## config.mk

```make
export PLATFORM = sky130hd
export DESIGN_NAME = mcfir_merge
export DESIGN_NICKNAME = d
export VERILOG_FILES = /design/src/design/assert_macros.svh /design/src/design/mcfir_pkg.sv /design/src/design/mcfir_merge.sv
export SDC_FILE = /design/constraint.sdc
export NUM_CORES = 1
export LEC_CHECK = 0
export ABC_AREA = 1
export BUFFER_PORTS_ARGS = -buffer_cell sky130_fd_sc_hd__buf_4
export CELL_PAD_IN_SITES_DETAIL_PLACEMENT = 1
export CELL_PAD_IN_SITES_GLOBAL_PLACEMENT = 1
export CORE_UTILIZATION = 23
export DETAILED_ROUTE_END_ITERATION = 6
export PLACE_DENSITY_LB_ADDON = 0.1
export SKIP_CTS_REPAIR_TIMING = 1
export SYNTH_ARGS = -nofsm -noshare
export SYNTH_HDL_FRONTEND = slang
export SYNTH_SLANG_ARGS = --single-unit
```

## constraint.sdc

```tcl
create_clock -name clk -period 0.9 [get_ports clk]
set_input_delay 0.045 -clock clk [delete_from_list [all_inputs] [get_ports clk]]
set_output_delay 0.045 -clock clk [all_outputs]
set_load 0.02 [all_outputs]
```

## src/design/assert_macros.svh

```systemverilog
// Assertion helper macros shared by the filter modules.
`ifndef ASSERT_MACROS_SVH
`define ASSERT_MACROS_SVH

// Implication checked on every clock edge outside reset.
`define ASSERT_IMP(label, clk, rst_n, ante, cons) \
  label: assert property (@(posedge clk) disable iff (!rst_n) (ante) |-> (cons)) \
    else $error("assertion failed");

// Next-cycle implication checked outside reset.
`define ASSERT_NEXT(label, clk, rst_n, ante, cons) \
  label: assert property (@(posedge clk) disable iff (!rst_n) (ante) |=> (cons)) \
    else $error("assertion failed");

`endif

```

## src/design/mcfir_pkg.sv

```systemverilog
`timescale 1ns / 1ps
// ----------------------------------------------------------------------------
// Multichannel FIR package
// Shared constants, opcodes and types of the multichannel FIR filter.
// ----------------------------------------------------------------------------
package mcfir_pkg;

  localparam int Taps      = 32;
  localparam int Channels  = 4;
  localparam int TapW      = $clog2(Taps);
  localparam int ChW       = 2;
  localparam int SampleW   = 10;
  localparam int CoefW     = 16;
  localparam int ProdW     = SampleW + 1 + CoefW;
  localparam int AccW      = ProdW + TapW;
  localparam int ShiftBits = 15;
  localparam int OutW      = 16;

  typedef enum logic [1:0] {
    OP_SAMPLE = 2'd0,
    OP_WEIGHT = 2'd1,
    OP_QUERY  = 2'd2,
    OP_NONE   = 2'd3
  } opcode_t;

  typedef enum logic [1:0] {
    ST_IDLE,
    ST_RUN,
    ST_DRAIN,
    ST_OUT
  } state_t;

  // Control from the sequencer to every lane.
  typedef struct packed {
    logic             smp_we;
    logic             coef_we;
    logic [ChW-1:0]   coef_ch;
    logic [TapW-1:0]  wr_ptr;
    logic [TapW-1:0]  coef_addr;
    logic             clear;
    logic             rd_en;
    logic [TapW-1:0]  rd_tap;
    logic [TapW-1:0]  rd_pos;
    logic             acc_en;
  } lane_ctrl_t;

endpackage

```

## src/design/mcfir_merge.sv

```systemverilog
`timescale 1ns / 1ps
// ----------------------------------------------------------------------------
// Multichannel FIR merge
// Picks the queried lane, scales its sum and holds the result for transfer.
// ----------------------------------------------------------------------------
module mcfir_merge
  import mcfir_pkg::*;
(
  input  logic                                 clk,
  input  logic                                 rst_n,
  input  logic                                 load,
  input  logic [ChW-1:0]                       ch,
  input  logic signed [Channels-1:0][AccW-1:0] accs,
  input  logic [Channels-1:0][SampleW-1:0]     raws,
  output logic                                 full,
  input  logic                                 take,
  output logic [ChW-1:0]                       q_ch,
  output logic [SampleW-1:0]                   q_raw,
  output logic signed [OutW-1:0]               q_filt
);

  logic full_r, full_nxt;
  logic [ChW-1:0] ch_r;
  logic [SampleW-1:0] raw_r;
  logic signed [OutW-1:0] filt_r;
  logic signed [AccW-1:0] sel;

  assign sel = accs[ch];

  always_comb begin
    full_nxt = full_r;
    if (take) full_nxt = 1'b0;
    if (load) full_nxt = 1'b1;
  end

  always_ff @(posedge clk) begin
    if (!rst_n) full_r <= 1'b0;
    else full_r <= full_nxt;
    if (load) begin
      ch_r   <= ch;
      raw_r  <= raws[ch];
      filt_r <= OutW'(sel >>> ShiftBits);
    end
  end

  assign full   = full_r;
  assign q_ch   = ch_r;
  assign q_raw  = raw_r;
  assign q_filt = filt_r;

endmodule

```

==> metrics.md <==
| Metric | Value |
|---|---|
| Antenna violations before repair | 0 |
| Number of port buffers | 138 |
| Vias in the first global route | 2451 |
| RSZ-0062 raised after global routing | yes |
| Hold EP | full |
| VDD IR-drop max | 586 uV |
| Clk_lat worst skew | 270 ps |
| Via count | 2412 |
| Area grow syn2layout | 60.6% |
| Worst path required time | 850 ps |
| Worst min-delay path class | in2reg |
| Net count, final | 649 |
| Pins Over Slew Limit | 0 |
| CTS Buf Count | 5 |
| Fillers | 1215 |
| Antenna diodes | 0 |
| CP max stage cell | edfxtp_1 |
| Fin worst setup slack | 28.5 ps |
| CP max stage delay | about 400 ps |
| Post-synth top cells | 130 x nand2_1, 106 x inv_1, 52 x nand3_1 |
| Post-synthesis async set-or-reset flop share | 0% |
| CORE AREA | 9200 sq um |
| Wirelength per Cell | 11.7 microns |
| Min Hold Slack | -3.61 ps |
| Critical path buffers and inverters | 1 |
| RD Place Congestion | roughly 0.69 |
| Cells after Synth | 337 |
| Post-synth EDFFs | 28 |
| Syn avg cell area | 6.44 sq um |
| Ports | 203 |
| CTS tree | done |
| Worst R2R Path Depth | 2 |
| Crit end category | primary output |
| Synth Cell Area | roughly 2200 sq um |
| Post-Route WL | 6890 microns |
| Final setup TNS | 0 ps |
| Fin. Hold Viols | 1 |
| Setup-failing EPs final | 0 |
| Initial Utilization | 23.6% |
| CP top delay family | flip-flops |
| Clk buf depth | 2 |
| Syn Nets | 511 |
| Yosys cell types | 11 |
| All-Layer GR Usage | 14.8% |
| Synthesis-stage register bit count | 29 |
| CP max FO | 1 |
| Failing checks | negative hold slack |
| Largest net degree at the start of global routing | 40 |
| Area share of the largest cell type after synthesis | 38.8% |
| H-tree Lvls | 2 |
| RR Endpoint | full |
| Proportion of layout cells with a drive suffix above 1 | 32.6% |
| Top post-synthesis cells by area | edfxtp_1 39%, nand2_1 22%, inv_1 18% |
| Yosys warns | 0 |
| Post-synth top area cell | edfxtp_1 |
| Slew @ Worst Pin | about 200 ps |
| FF/Latch Area | 861 sq um |
| Cell row count | 35 |
| Worst-path clk slew | 60 ps |
| Area of the multi-input gates | between 700 and 800 sq um |
| Die height | approximately 99 microns |
| Max-cap violation count | 0 |
| Count leader, synth | nand2_1 |
| Detailed placement HPWL | 5300 microns |
| Status | finished with violations |
| Power density cells | 1190 nW/um^2 |
| Tot Pwr | between 4 and 5 mW |
| Hold path start | rst_n |
| DR DRC count | 0 |
| Tmin final | approximately 870 ps |
| Final cycle utilization of the critical path | 96.8% |
| Die width | 99.1 microns |
| CP Cell Sequence | buf_6 |
| R2R Setup Slk | ~290 ps |
| CP arrival | 830 ps |
| Max_slew headroom | between 80% and 90% |
| Critical Path Start Type | flip-flop |
| Die area | 9830 sq um |
| Root Driver | clkbuf_8 |
| Dpl ws | around 6 ps |
| DR vias/cell | 4.11 |
| Clock Skew | 0 ps |
| Min-Delay Path Depth | 3 |
| Classification of the worst setup path | reg2out |
| Critical R2R Launch | full |
| Clock sink total | 29 |
| Total gr overflow | 0 |
| Post-synth top flop | edfxtp_1 |
| First-pass GRT wire length | 11400 microns |
| Leak | 2.10 nW |
| Sequential share of the synthesized area | 39.7% |
| Pre-antenna DRT Iters | 6 |
| ANT nets after route | 0 |
| Max Freq | 1.15 GHz |
| Drt initial violations | 38 |
==> layer usage <==
| metal | share of wire [%] | vias up | track usage [%] |
|---|---|---|---|
| met3 | 7.4 | 4 | 4.29 |
| met5 | 0 | - | 0 |
| met1 | 42 | 1084 | 17.4 |
| met4 | 0.84 | 0 | 3.39 |
| met2 | 50 | 79 | 26.6 |
| li1 | - | 1245 | - |
==> how the worst max path moves through the flow <==
| stage | start | endpoint | slack [ps] | cells after the start |
|---|---|---|---|---|
| finish | q_raw[2] | q_raw[2] | 30 | 1 |
| global route | q_ch[1] | q_ch[1] | -20 | 1 |
| CTS | q_raw[2] | q_raw[2] | 3 | 1 |
| detailed placement | ch[0] | q_raw[2] | 6 | 6 |
| global placement | ch[0] | q_raw[7] | 7 | 6 |
| floorplan | ch[0] | q_filt[10] | 140 | 6 |
==> stage by stage <==
stage | cells | util (%) | instance area, sq um
6_report | 587 | 37.9 | 3480
3_3_place_gp | 579 | 36.7 | 3370
3_5_place_dp | 579 | 36.7 | 3370
2_1_floorplan | 337 | - | 2170
5_1_grt | 587 | 37.9 | 3480
4_1_cts | 587 | 37.6 | 3460
==> layout make-up <==
cell class | count | share of cell area (%)
repair buffers | 147 | 35.2
flip-flops and latches | 29 | 24.7
multi-input cells | 184 | 21.7
inverters | 108 | 11.8
well taps | 111 | 3.99
clock buffers | 8 | 2.59
==> report_power, final <==
part           internal, mW  switching [mW]
Clock                 0.623           0.500
Sequential             1.64          0.0415
Combinational         0.692           0.630
==> placed cells by master, fill, tap and decap left out, drive strengths merged <==
cell type / n
dfxtp: 1
buf: 147
a21oi: 1
nand3: 52
edfxtp: 28
nor2: 1
clkbuf: 8
nand2: 130
inv: 108
==> logic make-up (layout without fill, tap and decap cells) <==
| family | count (synthesis) | count (layout) | synth area share [%] |
|---|---|---|---|
| compound gates | 1 | 1 | 0.230 |
| simple gates | 183 | 183 | 34.7 |
| flops | 29 | 29 | 39.7 |
| buf+inv | 124 | 263 | 25.4 |
==> flip-flops by register name (all words and copies together), names as in the netlist <==
| register | cells |
|---|---|
| q_raw | 10 |
| q_ch | 2 |
| q_filt | 16 |
| full | 1 |
No activity file was read; power rests on OpenSTA's default activity.
