**config.mk**
```make
export PLATFORM = sky130hd
export DESIGN_NAME = mcfir_lane
export DESIGN_NICKNAME = d
export VERILOG_FILES = /design/src/design/mcfir_pkg.sv /design/src/design/mcfir_lane.sv
export VERILOG_INCLUDE_DIRS = /design/src /design/src/design
export SDC_FILE = /design/constraint.sdc
export NUM_CORES = 1
export LEC_CHECK = 0
export BUFFER_PORTS_ARGS = -buffer_cell sky130_fd_sc_hd__buf_2
export CAP_MARGIN = 20
export CORE_ASPECT_RATIO = 0.7
export CORE_MARGIN = 10
export CORE_UTILIZATION = 65
export DETAILED_ROUTE_END_ITERATION = 7
export PLACE_DENSITY_LB_ADDON = 0.3
export SETUP_SLACK_MARGIN = 0.1
export SYNTH_ARGS = -nofsm -noshare
export SYNTH_HDL_FRONTEND = slang
export SYNTH_SLANG_ARGS = --single-unit
```
**constraint.sdc**
```tcl
create_clock -name clk -period 11.7 [get_ports clk]
set_clock_uncertainty 0.05 [all_clocks]
set_input_delay 0 -clock clk [delete_from_list [all_inputs] [get_ports clk]]
set_output_delay 0 -clock clk [all_outputs]
set_load 0.02 [all_outputs]
```
**src/design/assert_macros.svh**
```systemverilog
// Assertion helper macros shared by the filter modules.
`ifndef ASSERT_MACROS_SVH
`define ASSERT_MACROS_SVH

// Implication checked on every clock edge outside reset.
`define ASSERT_IMP(label, clk, rst_n, ante, cons) \
  label: assert property (@(posedge clk) disable iff (!rst_n) (ante) |-> (cons)) \
    else $error("assertion failed");

// Next-cycle implication checked outside reset.
`define ASSERT_NEXT(label, clk, rst_n, ante, cons) \
  label: assert property (@(posedge clk) disable iff (!rst_n) (ante) |=> (cons)) \
    else $error("assertion failed");

`endif

```
**src/design/mcfir_pkg.sv**
```systemverilog
`timescale 1ns / 1ps
// ----------------------------------------------------------------------------
// Multichannel FIR package
// Shared constants, opcodes and types of the multichannel FIR filter.
// ----------------------------------------------------------------------------
package mcfir_pkg;

  localparam int Taps      = 32;
  localparam int Channels  = 4;
  localparam int TapW      = $clog2(Taps);
  localparam int ChW       = 2;
  localparam int SampleW   = 10;
  localparam int CoefW     = 16;
  localparam int ProdW     = SampleW + 1 + CoefW;
  localparam int AccW      = ProdW + TapW;
  localparam int ShiftBits = 15;
  localparam int OutW      = 16;

  typedef enum logic [1:0] {
    OP_SAMPLE = 2'd0,
    OP_WEIGHT = 2'd1,
    OP_QUERY  = 2'd2,
    OP_NONE   = 2'd3
  } opcode_t;

  typedef enum logic [1:0] {
    ST_IDLE,
    ST_RUN,
    ST_DRAIN,
    ST_OUT
  } state_t;

  // Control from the sequencer to every lane.
  typedef struct packed {
    logic             smp_we;
    logic             coef_we;
    logic [ChW-1:0]   coef_ch;
    logic [TapW-1:0]  wr_ptr;
    logic [TapW-1:0]  coef_addr;
    logic             clear;
    logic             rd_en;
    logic [TapW-1:0]  rd_tap;
    logic [TapW-1:0]  rd_pos;
    logic             acc_en;
  } lane_ctrl_t;

endpackage

```
**src/design/mcfir_lane.sv**
```systemverilog
`timescale 1ns / 1ps
// ----------------------------------------------------------------------------
// Multichannel FIR lane
// One channel: sample ring, coefficient memory and a multiply-accumulate unit.
// ----------------------------------------------------------------------------
`include "assert_macros.svh"
module mcfir_lane
  import mcfir_pkg::*;
(
  input  logic                      clk,
  input  logic                      rst_n,
  input  lane_ctrl_t                ctrl,
  input  logic [SampleW-1:0]        sample,
  input  logic signed [CoefW-1:0]   weight,
  output logic signed [AccW-1:0]    acc,
  output logic [SampleW-1:0]        newest
);

  logic [SampleW-1:0]      ring_mem [Taps];
  logic signed [CoefW-1:0] coef_mem [Taps];
  logic [Taps-1:0]         coef_vld_r, coef_vld_nxt;
  logic [SampleW-1:0]      smp_rd_r;
  logic signed [CoefW-1:0] coef_rd_r;
  logic                    coef_hit_r;
  logic signed [ProdW-1:0] prod_r;
  logic signed [AccW-1:0]  acc_r;
  logic signed [CoefW-1:0] coef_eff;

  // Ring slots are not reset; a slot read before it has been written
  // contributes zero, so the ring needs a valid bit too.
  logic [Taps-1:0]         smp_vld_r, smp_vld_nxt;
  logic                    smp_hit_r;

  always_ff @(posedge clk) begin
    if (ctrl.smp_we) ring_mem[ctrl.wr_ptr] <= sample;
    if (ctrl.coef_we) coef_mem[ctrl.coef_addr] <= weight;
    smp_rd_r   <= ring_mem[ctrl.rd_pos];
    coef_rd_r  <= coef_mem[ctrl.rd_tap];
    smp_hit_r  <= smp_vld_r[ctrl.rd_pos];
    coef_hit_r <= coef_vld_r[ctrl.rd_tap];
  end

  always_comb begin
    smp_vld_nxt  = smp_vld_r;
    coef_vld_nxt = coef_vld_r;
    if (ctrl.smp_we) smp_vld_nxt[ctrl.wr_ptr] = 1'b1;
    if (ctrl.coef_we) coef_vld_nxt[ctrl.coef_addr] = 1'b1;
  end

  always_ff @(posedge clk) begin
    if (!rst_n) begin
      smp_vld_r  <= '0;
      coef_vld_r <= '0;
    end else begin
      smp_vld_r  <= smp_vld_nxt;
      coef_vld_r <= coef_vld_nxt;
    end
  end

  assign coef_eff = coef_hit_r ? coef_rd_r : CoefW'(1);

  always_ff @(posedge clk) begin
    prod_r <= $signed({1'b0, (smp_hit_r ? smp_rd_r : SampleW'(0))}) * coef_eff;
    if (ctrl.clear) acc_r <= '0;
    else if (ctrl.acc_en) acc_r <= acc_r + AccW'(prod_r);
  end

  assign acc    = acc_r;
  assign newest = smp_hit_r ? smp_rd_r : '0;

  `ASSERT_NEXT(a_ring_vld, clk, rst_n, ctrl.smp_we, smp_vld_r[$past(ctrl.wr_ptr)])
  `ASSERT_NEXT(a_coef_vld, clk, rst_n, ctrl.coef_we, coef_vld_r[$past(ctrl.coef_addr)])
  `ASSERT_IMP(a_clear_noacc, clk, rst_n, ctrl.clear, !ctrl.acc_en)

endmodule

```
==> results.tsv, run 1 <==
metric	value	unit
status	finished, violations left	
violations	hold timing	
multi_input_area	15000	um2
fin_tns_setup	0	ns
cts_sinks	983	
synth_top_family_by_area	multiplexers	
slowest_delay	0.53	ns
cts_tree	done	
cts_buffers	86	
hold_path_class	in2reg	
clkTransAtPathRegs	0.07	ns
drt_pre_antenna_iters	5	
boundaryPins	97	
path_depth	20	
grt_pass1_vias	25100	
track_usage	0.256	
dieArea	78900	um2
post_cts_buffers	0	
numPortBuffers	93	
synth-simple-area-share	0.0461	
max_cap_viol_count	0	
cts_htree_levels	3	
vias	23900	
drv_slew	0	
routabilityCongestion	0.873	
required	12.17	ns
slowest_stage	inv_1	
grt_overflow	0	
async_flop_share	0	
rsz0062_at_grt	false	
yosys_warnings	0	
critical_path.max_fanout	15	
power.leakage	17.6	nW
netlist.area_leader.share	0.566	
finish.instance_area	49000	um2
grt_max_degree	89	
hold_viol	2	
synthMuxAreaShare	0.156	
synth-adder-area-share	0.0923	
drcViolationCount	0	
synth-compound-area-share	0.0339	
timing.hold.ws	-0.00757	ns
ant_nets	0	
post_drt_wl_per_cell	27.1	um
synth_nets	2890	
crit_family	adder cells	
synth_xor_area_frac	0.00912	
cp_num_buf_inv	4	
cts_root_buffer	clkbuf_16	
path_cells	nand2_1 > inv_1 > nand2_1 > fa_1 > fa_1 > inv_1 > fa_1 > fa_1 > inv_1 > fa_1 > inv_1 > ha_1 > a21o_1 > a21o_1 > a211o_1 > or3_1 > o221ai_2 > o21a_1 > mux2i_1 > nand3_1	
setup_viol	0	
synth-seq-cells	983	
synth_cells	2597	
start_util	0.661	
drt_iter0_drc	2936	
grt_pass1_wl	153	mm
drive_gt1_frac	0.222	
relSlewSlack	0.252	
clockBufferDepth	3	
fmax	0.155	GHz
core	66800	um2
rows	79	
instances_no_fill	3707	
p_per_area	146	nW/um2
via_per_inst	6.44	
endpoint_kind	flip-flop	
fill_cells	3966	
synth_area_leader_cell	edfxtp_1	
path_class	reg2reg	
ir_drop	0.127	mV
ff2ff_path_depth	20	
syn_area	44200	um2
nets	3033	
layout_min_cycle_time	6.44	ns
dp.cells	3504	
die_w	332	um
hold_depth	3	
dpl_cell_area	45700	um2
area.growth.synth_to_final	10.9	%
die_h	238	um
fin_crit_sh	0.551	
worst_slew_pin_slew	1.12	ns
ys_seq_area_frac	0.634	
wl	100	mm
syn_avg_cell_area	17.0	um2
synth_top_flop_cell	edfxtp_1	
synth-edff-count	832	
arrival	6.92	ns
ys_top_cells_by_area	edfxtp_1 (57%), mux4_2 (14%), dfxtp_1 (6.8%), fa_1 (6.6%), ha_1 (2.6%)	
clk_latency	0.66	ns
regArea	28000	um2
antenna_found_initial	8	
crit_top_cell	fa_1	
dp_hpwl	58.7	mm
synthDistinctLibCells	69	
timing.critical_path.from_type	flip-flop	
-- final cells by class --
cell class,instances,area share
diodes,4,0.000204
clock buffers,113,0.0486
clock inverters,47,0.0103
inverters,219,0.0168
multi-input cells,1283,0.305
flip-flops and latches,983,0.572
well taps,891,0.0228
repair buffers,167,0.0242
-- power breakdown --
group          leakage, nW  switching, mW  internal [mW]
clock                 1.40           1.28           1.64
combinational         7.52          0.205          0.148
sequential            8.72         0.0223           3.85
-- per-stage QoR --
step	worst slack, ns	util	power [mW]
finish	5.26	0.733	7.15
global route	5.02	0.733	7.33
CTS	5.37	0.731	7.17
detailed placement	5.38	0.683	4.28
global placement	5.50	0.683	4.26
floorplan	5.67	-	4.14
-- path summary, 6_finish.rpt --
path              slack (ns)               end            from
setup / recovery        5.26        prod_r[23]       smp_hit_r
hold / removal        -0.008  coef_mem[24][14]        ctrl[16]
setup reg to reg        5.26        prod_r[23]       smp_hit_r
hold reg to reg         0.41    coef_vld_r[22]  coef_vld_r[22]
-- routing by layer --
metal  vias to the layer above  routed length [um]  GRT usage
met5                         -                  13          0
met2                      1326               49700      0.425
li1                      10100                   -          -
met3                       192                9170     0.0547
met1                     12300               38700      0.338
met4                         2                2900     0.0827
-- what timing repair did --
| item | CTS | global route |
|---|---|---|
| gates resized for setup | 0 | 0 |
| hold buffers | 29 | 3 |
| hold endpoints to repair | 885 | 3 |
-- registers in the layout, summed over array words and instances (netlist names) --
name,cells
prod_r,27
coef_vld_r,32
smp_hit_r,1
smp_vld_r,32
coef_mem,512
coef_rd_r,16
coef_hit_r,1
smp_rd_r,10
ring_mem,320
acc,32
-- tightest hold or removal path: stages --
cell	delay (ns)
buf_2	0.14
nand3b_1	0.22
nor2_2	0.14
-- synthesized netlist by cell type, types with 3 or more instances --
master,instances
nand4_1,4
a211oi_1,3
o211ai_1,5
or3_1,6
and2_1,18
a211o_1,6
xnor2_1,35
nor2_1,185
clkbuf_1,79
mux4_2,280
nand2_1,133
a31oi_1,4
a21boi_0,4
o21ai_0,27
nand2b_1,10
fa_1,146
mux2i_1,22
nand3_1,26
xor2_1,11
mux2_2,28
nor3_1,13
or2_2,4
o21a_1,75
a21o_1,17
buf_1,20
nor3b_1,6
or3b_2,5
buf_2,10
nor2b_1,10
edfxtp_1,832
o311ai_0,4
dfxtp_1,151
a21oi_1,46
and3_1,6
o21bai_1,4
inv_1,219
nand3b_1,10
ha_1,92
-- cells by family (layout without fill, tap and decap cells) --
family                     after synthesis  count (layout)
AOI/OAI and AO/OA                      218             218
xor gates and xnor gates                46              46
adders and majority gates              238             238
buffers and inverters                  331             546
DFF                                    983             983
muxes                                  332             332
other                                    0               4
and+or+nand+nor                        449             449
-- placed cells by master (no fill, tap or decap), types with 15 or more instances in the layout --
cell type	n
edfxtp_1	832
mux4_2	280
inv_1	219
nor2_1	153
dfxtp_1	151
fa_1	146
nand2_1	133
ha_1	92
clkbuf_16	90
buf_2	89
o21a_1	75
a21oi_1	46
buf_4	38
xnor2_1	35
nor2_2	32
dlygate4sd3_1	32
mux2_2	28
o21ai_0	27
nand3_1	26
mux2i_1	22
clkbuf_1	19
and2_1	18
a21o_1	17
clkinv_2	15
Note: power is estimated with default switching activity, not from simulation.
==> run 2, diff against run 1 <==
--- a/config.mk
+++ b/config.mk
@@ -10,7 +10,7 @@
 export CAP_MARGIN = 20
 export CORE_ASPECT_RATIO = 0.7
 export CORE_MARGIN = 10
-export CORE_UTILIZATION = 65
+export CORE_UTILIZATION = 63
 export DETAILED_ROUTE_END_ITERATION = 7
 export PLACE_DENSITY_LB_ADDON = 0.3
 export SETUP_SLACK_MARGIN = 0.1
==> constraint.sdc (replaced) <==
create_clock -name clk -period 6.1 [get_ports clk]
set_clock_uncertainty 0.05 [all_clocks]
set_input_delay 0 -clock clk [delete_from_list [all_inputs] [get_ports clk]]
set_output_delay 0 -clock clk [all_outputs]
set_load 0.02 [all_outputs]
==> results.tsv, run 2 (same netlist as run 1, synthesis figures left out) <==
metric	value	unit	change
status	completed		
die_h	241	um	+1.4%
regArea	28000	um2	about the same
nets	3067		+1.1%
antenna_cells	0		-4
max_flop_register	coef_mem		
fin_crit_sh	0.942		+0.391
cts_buffers	88		+2.3%
ant_nets	0		unchanged
arrival	6.24	ns	-0.68 ns
r2r_end	prod_r[23]		
post_drt_wl_per_cell	26.3	um	-3.0%
relSlewSlack	0.256		+0.00423
fin_tns_setup	0	ns	unchanged
multi_input_area	15000	um2	about the same
start_util	0.634		-0.0266
ff2ff_setup_slack	0.35	ns	-4.90 ns
worst_slew_pin_slew	1.12	ns	-0.00634 ns
die_w	336	um	+1.5%
startpoint	smp_hit_r		
core	69600	um2	+4.2%
clk_latency	0.66	ns	about the same
antenna_found_initial	8		unchanged
totalPowerFinal	13.6	mW	+90%
cts_root_buffer	clkbuf_16		
cts_htree_levels	3		unchanged
grt_pass1_vias	24400		-2.6%
layout_commonest_cell	edfxtp_1		
vias	23900		+0.0042%
rows	81		+2.5%
track_usage	0.248		-0.00709
ff2ff_path_depth	20		unchanged
max_cap_viol_count	0		unchanged
reg_top3	coef_mem x512, ring_mem x320		
slowest_delay	0.54	ns	about the same
p_per_area	276	nW/um2	+89%
hold_path_class	in2reg		
power.leakage	17.8	nW	+0.59%
fill_cells	4221		+6.4%
wl	98.9	mm	-1.6%
drt_iter0_drc	2605		-11%
endpoint_kind	flip-flop		
area.growth.synth_to_final	11.5	%	
hold_viol	0		-2
ir_drop	0.264	mV	+110%
drive_gt1_frac	0.231		+0.00948
dieArea	81200	um2	+2.9%
via_per_inst	6.35		-1.4%
numPortBuffers	93		unchanged
grt_pass1_wl	151	mm	-1.0%
rr_startpoint	smp_hit_r		
endpoint	prod_r[23]		
largest_reg_flops	512		unchanged
cts_tree	done		
drcViolationCount	0		unchanged
slowest_stage	fa_1		
crit_top_cell	fa_1		
grt_max_degree	97		+9.0%
required	6.59	ns	-5.58 ns
drt_pre_antenna_iters	5		unchanged
rsz0062_at_grt	false		
dp_hpwl	59.4	mm	+1.3%
routabilityCongestion	0.905		+3.7%
setup_viol	0		unchanged
timing.critical_path.from_type	flip-flop		
grt_overflow	0		unchanged
path_class	reg2reg		
layout_min_cycle_time	5.75	ns	-0.699 ns
final_cell_mix	edfxtp_1 (832), mux4_2 (280), inv_1 (213)		
cts_sinks	983		unchanged
clkTransAtPathRegs	0.07	ns	about the same
clockBufferDepth	3		unchanged
boundaryPins	97		unchanged
critical_path.max_fanout	10		-5
path_cells	nand2_1 > clkinvlp_4 > nand2_1 > fa_1 > fa_1 > inv_1 > fa_1 > fa_1 > inv_1 > fa_1 > inv_1 > ha_1 > a21o_1 > a21o_1 > a211o_1 > or3_1 > o221ai_2 > o21a_1 > mux2i_1 > nand3_1		
drv_slew	0		unchanged
fmax	0.174	GHz	+12%
[run 2: cell types whose count changed in the layout (fill, tap and decap cells not counted), moves of 4 or more]
cell	before	now
diode_2	4	0
inv_1	219	213
inv_2	0	4
inv_6	1	7
and2_1	18	14
dlygate4sd3_1	32	40
clkinv_1	11	21
and2_2	0	4
buf_4	38	62
clkbuf_1	19	15
[run 2: per-layer routing]
metal	GRT usage	routed length (um)	vias up
li1	-	-	10200
met1	0.351	39700	12300
met2	0.398	47900	1195
met3	0.0483	8850	155
met4	0.0692	2290	10
met5	0	54	-
[run 2: final cells by class]
class                           count  area share
Clock inverter                     58      0.0111
Inverter                          219      0.0168
Multi-Input combinational cell   1283       0.304
Clock buffer                      106      0.0472
Timing Repair Buffer              199      0.0290
Sequential cell                   983       0.569
Tap cell                          913      0.0232
[run 2: timing repair]
action                                 CTS  global route
endpoints found under the hold margin  955            15
gates resized for setup                  0            13
hold buffers                            34             6
setup buffers                            0             3
setup endpoints to repair                0             8
[run 2: worst min-delay path by stage]
stage	startpoint	to	slack, ns	cells after the start
2_1_floorplan	weight[0]	coef_mem[0][0]	0.05	0
3_3_place_gp	coef_vld_r[6]	coef_vld_r[6]	0.39	1
3_5_place_dp	smp_vld_r[27]	smp_vld_r[27]	0.40	1
4_1_cts	ctrl[16]	coef_mem[18][0]	0.01	4
5_1_grt	ctrl[16]	coef_mem[18][0]	0.06	4
6_report	ctrl[16]	coef_mem[18][11]	0.05	4
[run 2: report_power, final]
part	internal, mW	leakage, nW	switching (mW)
clock	3.05	1.39	2.47
sequential	7.38	8.72	0.0369
combinational	0.289	7.64	0.396
total	10.7	17.8	2.90
[run 2: metrics by stage]
stage	cell area [um2]	hold slack (ns)	cells	setup WS, ns	util
2_1_floorplan	44200	0.0489	2597	0.117	-
3_3_place_gp	45800	0.391	3545	0.185	0.658
3_5_place_dp	45800	0.398	3545	0.0732	0.658
4_1_cts	49000	0.0141	3743	0.109	0.704
5_1_grt	49200	0.0646	3761	0.101	0.707
6_report	49200	0.0545	3761	0.355	0.707
[run 2: critical path: cells and delay by family, from the launching register on]
family | cells | cell delay [ns]
AOI/OAI and AO/OA | 5 | 1.10
adders and majority gates | 6 | 2.88
buffers and inverters | 4 | 0.32
DFF | 1 | 0.43
muxes | 1 | 0.20
and+or+nand+nor | 4 | 0.66
==> run 3, diff against run 2 <==
==> constraint.sdc (replaced) <==
create_clock -name clk -period 5.5 [get_ports clk]
set_clock_uncertainty 0.05 [all_clocks]
set_input_delay 0 -clock clk [delete_from_list [all_inputs] [get_ports clk]]
set_output_delay 0 -clock clk [all_outputs]
set_load 0.02 [all_outputs]
==> results.tsv, run 3 (same netlist as run 1, synthesis figures left out) <==
metric	value	unit	change
status	completed		
slowest_delay	0.65	ns	+0.11 ns
endpoint_kind	flip-flop		
die_h	241	um	unchanged
hold_path_class	in2reg		
critical_path.max_fanout	6		-4
p_sw	3.23	mW	+11%
cts_tree	done		
dp_hpwl	62.6	mm	+5.4%
cts_htree_levels	3		unchanged
grt_pass1_vias	25000		+2.5%
arrival	6.05	ns	-0.19 ns
timing.critical_path.from_type	flip-flop		
drt_pre_antenna_iters	6		+1
ir_drop	0.295	mV	+12%
cts_buffers	89		+1.1%
wl_met3	10.0	mm	+13%
fin_crit_sh	1.00		+0.0578
startpoint	coef_hit_r		
post_drt_wl_per_cell	27.0	um	+2.5%
setup_viol	0		unchanged
totalPowerFinal	15.3	mW	+12%
die_w	336	um	unchanged
grt_overflow	0		unchanged
switching_share	0.211		-0.00219
largest_reg_flops	512		unchanged
cp_num_buf_inv	5		+1
hold_viol	0		unchanged
crit_top_cell	fa_1		
route.met2.wl	50.5	mm	+5.3%
slowest_stage	or4b_2		
pwr-share-clk	0.411		+0.006
nets	3140		+2.4%
numPortBuffers	93		unchanged
drcViolationCount	0		unchanged
highest_layer	met5		
fill_cells	4087		-3.2%
grt_pass1_wl	156	mm	+3.2%
grt_max_degree	73		-25%
routabilityCongestion	0.919		+1.5%
cts_root_buffer	clkbuf_16		
rr_startpoint	coef_hit_r		
rows	81		unchanged
drv_slew	0		unchanged
wl_met1	40.3	mm	+1.5%
ant_nets	0		unchanged
drive_gt1_frac	0.271		+0.0396
antenna_found_initial	7		-1
track_usage	0.258		+0.00951
max_cap_viol_count	0		unchanged
relSlewSlack	0.247		-0.00968
clockBufferDepth	3		unchanged
max_flop_register	coef_mem		
worstHoldStart	ctrl[4]		
pwr-share-seq	0.538		-0.007
multi_input_area	15200	um2	+1.6%
cts_sinks	983		unchanged
fmax	0.182	GHz	+4.5%
crit_family	adder cells		
combPwrFrac	0.051		about the same
wl	103	mm	+4.7%
timing.hold.ws	0.0638	ns	+0.00932 ns
clkTransAtPathRegs	0.07	ns	about the same
vias	24300		+1.8%
layout_min_cycle_time	5.50	ns	-0.247 ns
clk_latency	0.66	ns	about the same
power.internal	12.1	mW	+13%
dieArea	81200	um2	unchanged
final_cell_mix	edfxtp_1 (832), mux4_2 (280), inv_1 (202)		
layout_commonest_cell	edfxtp_1		
required	6.05	ns	-0.54 ns
path_class	reg2reg		
regArea	28000	um2	about the same
reg_top3	coef_mem x512, ring_mem x320		
boundaryPins	97		unchanged
path_cells	buf_12 > and2_4 > nand2_2 > fa_1 > inv_2 > fa_1 > fa_1 > fa_1 > inv_2 > fa_1 > inv_1 > ha_2 > nand4_1 > o21bai_2 > o221ai_4 > o21a_1 > buf_4 > or4b_2 > nand3_2		
start_util	0.634		unchanged
core	69600	um2	unchanged
power.leakage	18.2	nW	+2.5%
area.growth.synth_to_final	13.7	%	
via_per_inst	6.33		-0.24%
p_per_area	305	nW/um2	+10%
drt_iter0_drc	2700		+3.6%
worst_slew_pin_slew	1.13	ns	+0.0104 ns
rsz0062_at_grt	true		
setup_ws	0.00214	ns	-0.353 ns
post-place-ws	-0.169	ns	-0.242 ns
-- run 3: what timing repair did --
| item | in CTS | in global routing |
|---|---|---|
| buffers inserted | 4 | 10 |
| endpoints found under the hold margin | 932 | 9 |
| gates resized for setup | 19 | 67 |
| setup endpoints to repair | 8 | 10 |
| gates cloned | 0 | 3 |
| pin swaps | 12 | 49 |
| hold buffers | 37 | 3 |
-- run 3: worst reg2reg max path, stage by stage (launching register included) --
cell      delay (ns)
dfxtp_4         0.40
buf_12          0.12
and2_4          0.18
nand2_2         0.07
fa_1            0.56
inv_2           0.05
fa_1            0.56
fa_1            0.45
fa_1            0.54
inv_2           0.04
fa_1            0.47
inv_1           0.04
ha_2            0.34
nand4_1         0.14
o21bai_2        0.21
o221ai_4        0.14
o21a_1          0.22
buf_4           0.14
or4b_2          0.65
nand3_2         0.08
-- run 3: per-layer routing --
metal	up-vias	track usage
met5	-	0
met4	8	0.0684
met3	180	0.0602
met2	1264	0.420
met1	12500	0.353
li1	10300	-
-- run 3: area by class of cell --
type                    instances  area share
clock buffers                 123      0.0487
inverters                     219      0.0166
well taps                     913      0.0227
multi-input cells            1283       0.303
diodes                          3    0.000150
clock inverters                44     0.00992
flip-flops and latches        983       0.558
repair buffers                271      0.0411
-- run 3: path summary, 6_finish.rpt --
kind | endpoint | cells after the start | slack (ns)
worst max-delay path | prod_r[25] | 19 | 0.002
worst max register to register | prod_r[25] | 19 | 0.002
worst min-delay path | smp_rd_r[9] | 3 | 0.06
worst min register to register | smp_vld_r[2] | 1 | 0.41
-- run 3: through the flow --
step / cell area (um2) / std cells / util / setup TNS, ns
3_3_place_gp: 46300 / 3597 / 0.665 / -0.0196
5_1_grt: 50200 / 3836 / 0.721 / -0.658
3_5_place_dp: 46300 / 3598 / 0.665 / -0.374
6_report: 50200 / 3839 / 0.721 / 0
4_1_cts: 49700 / 3806 / 0.713 / 0
2_1_floorplan: 44200 / 2597 / - / 0
-- run 3: power by group through the flow --
stage,registers (mW),clock network [mW],logic (mW)
floorplan,8.37,0,0.440
global placement,8.38,0,0.705
detailed placement,8.39,0,0.730
CTS,8.23,6.35,0.765
global route,8.23,6.65,0.821
finish,8.23,6.29,0.779
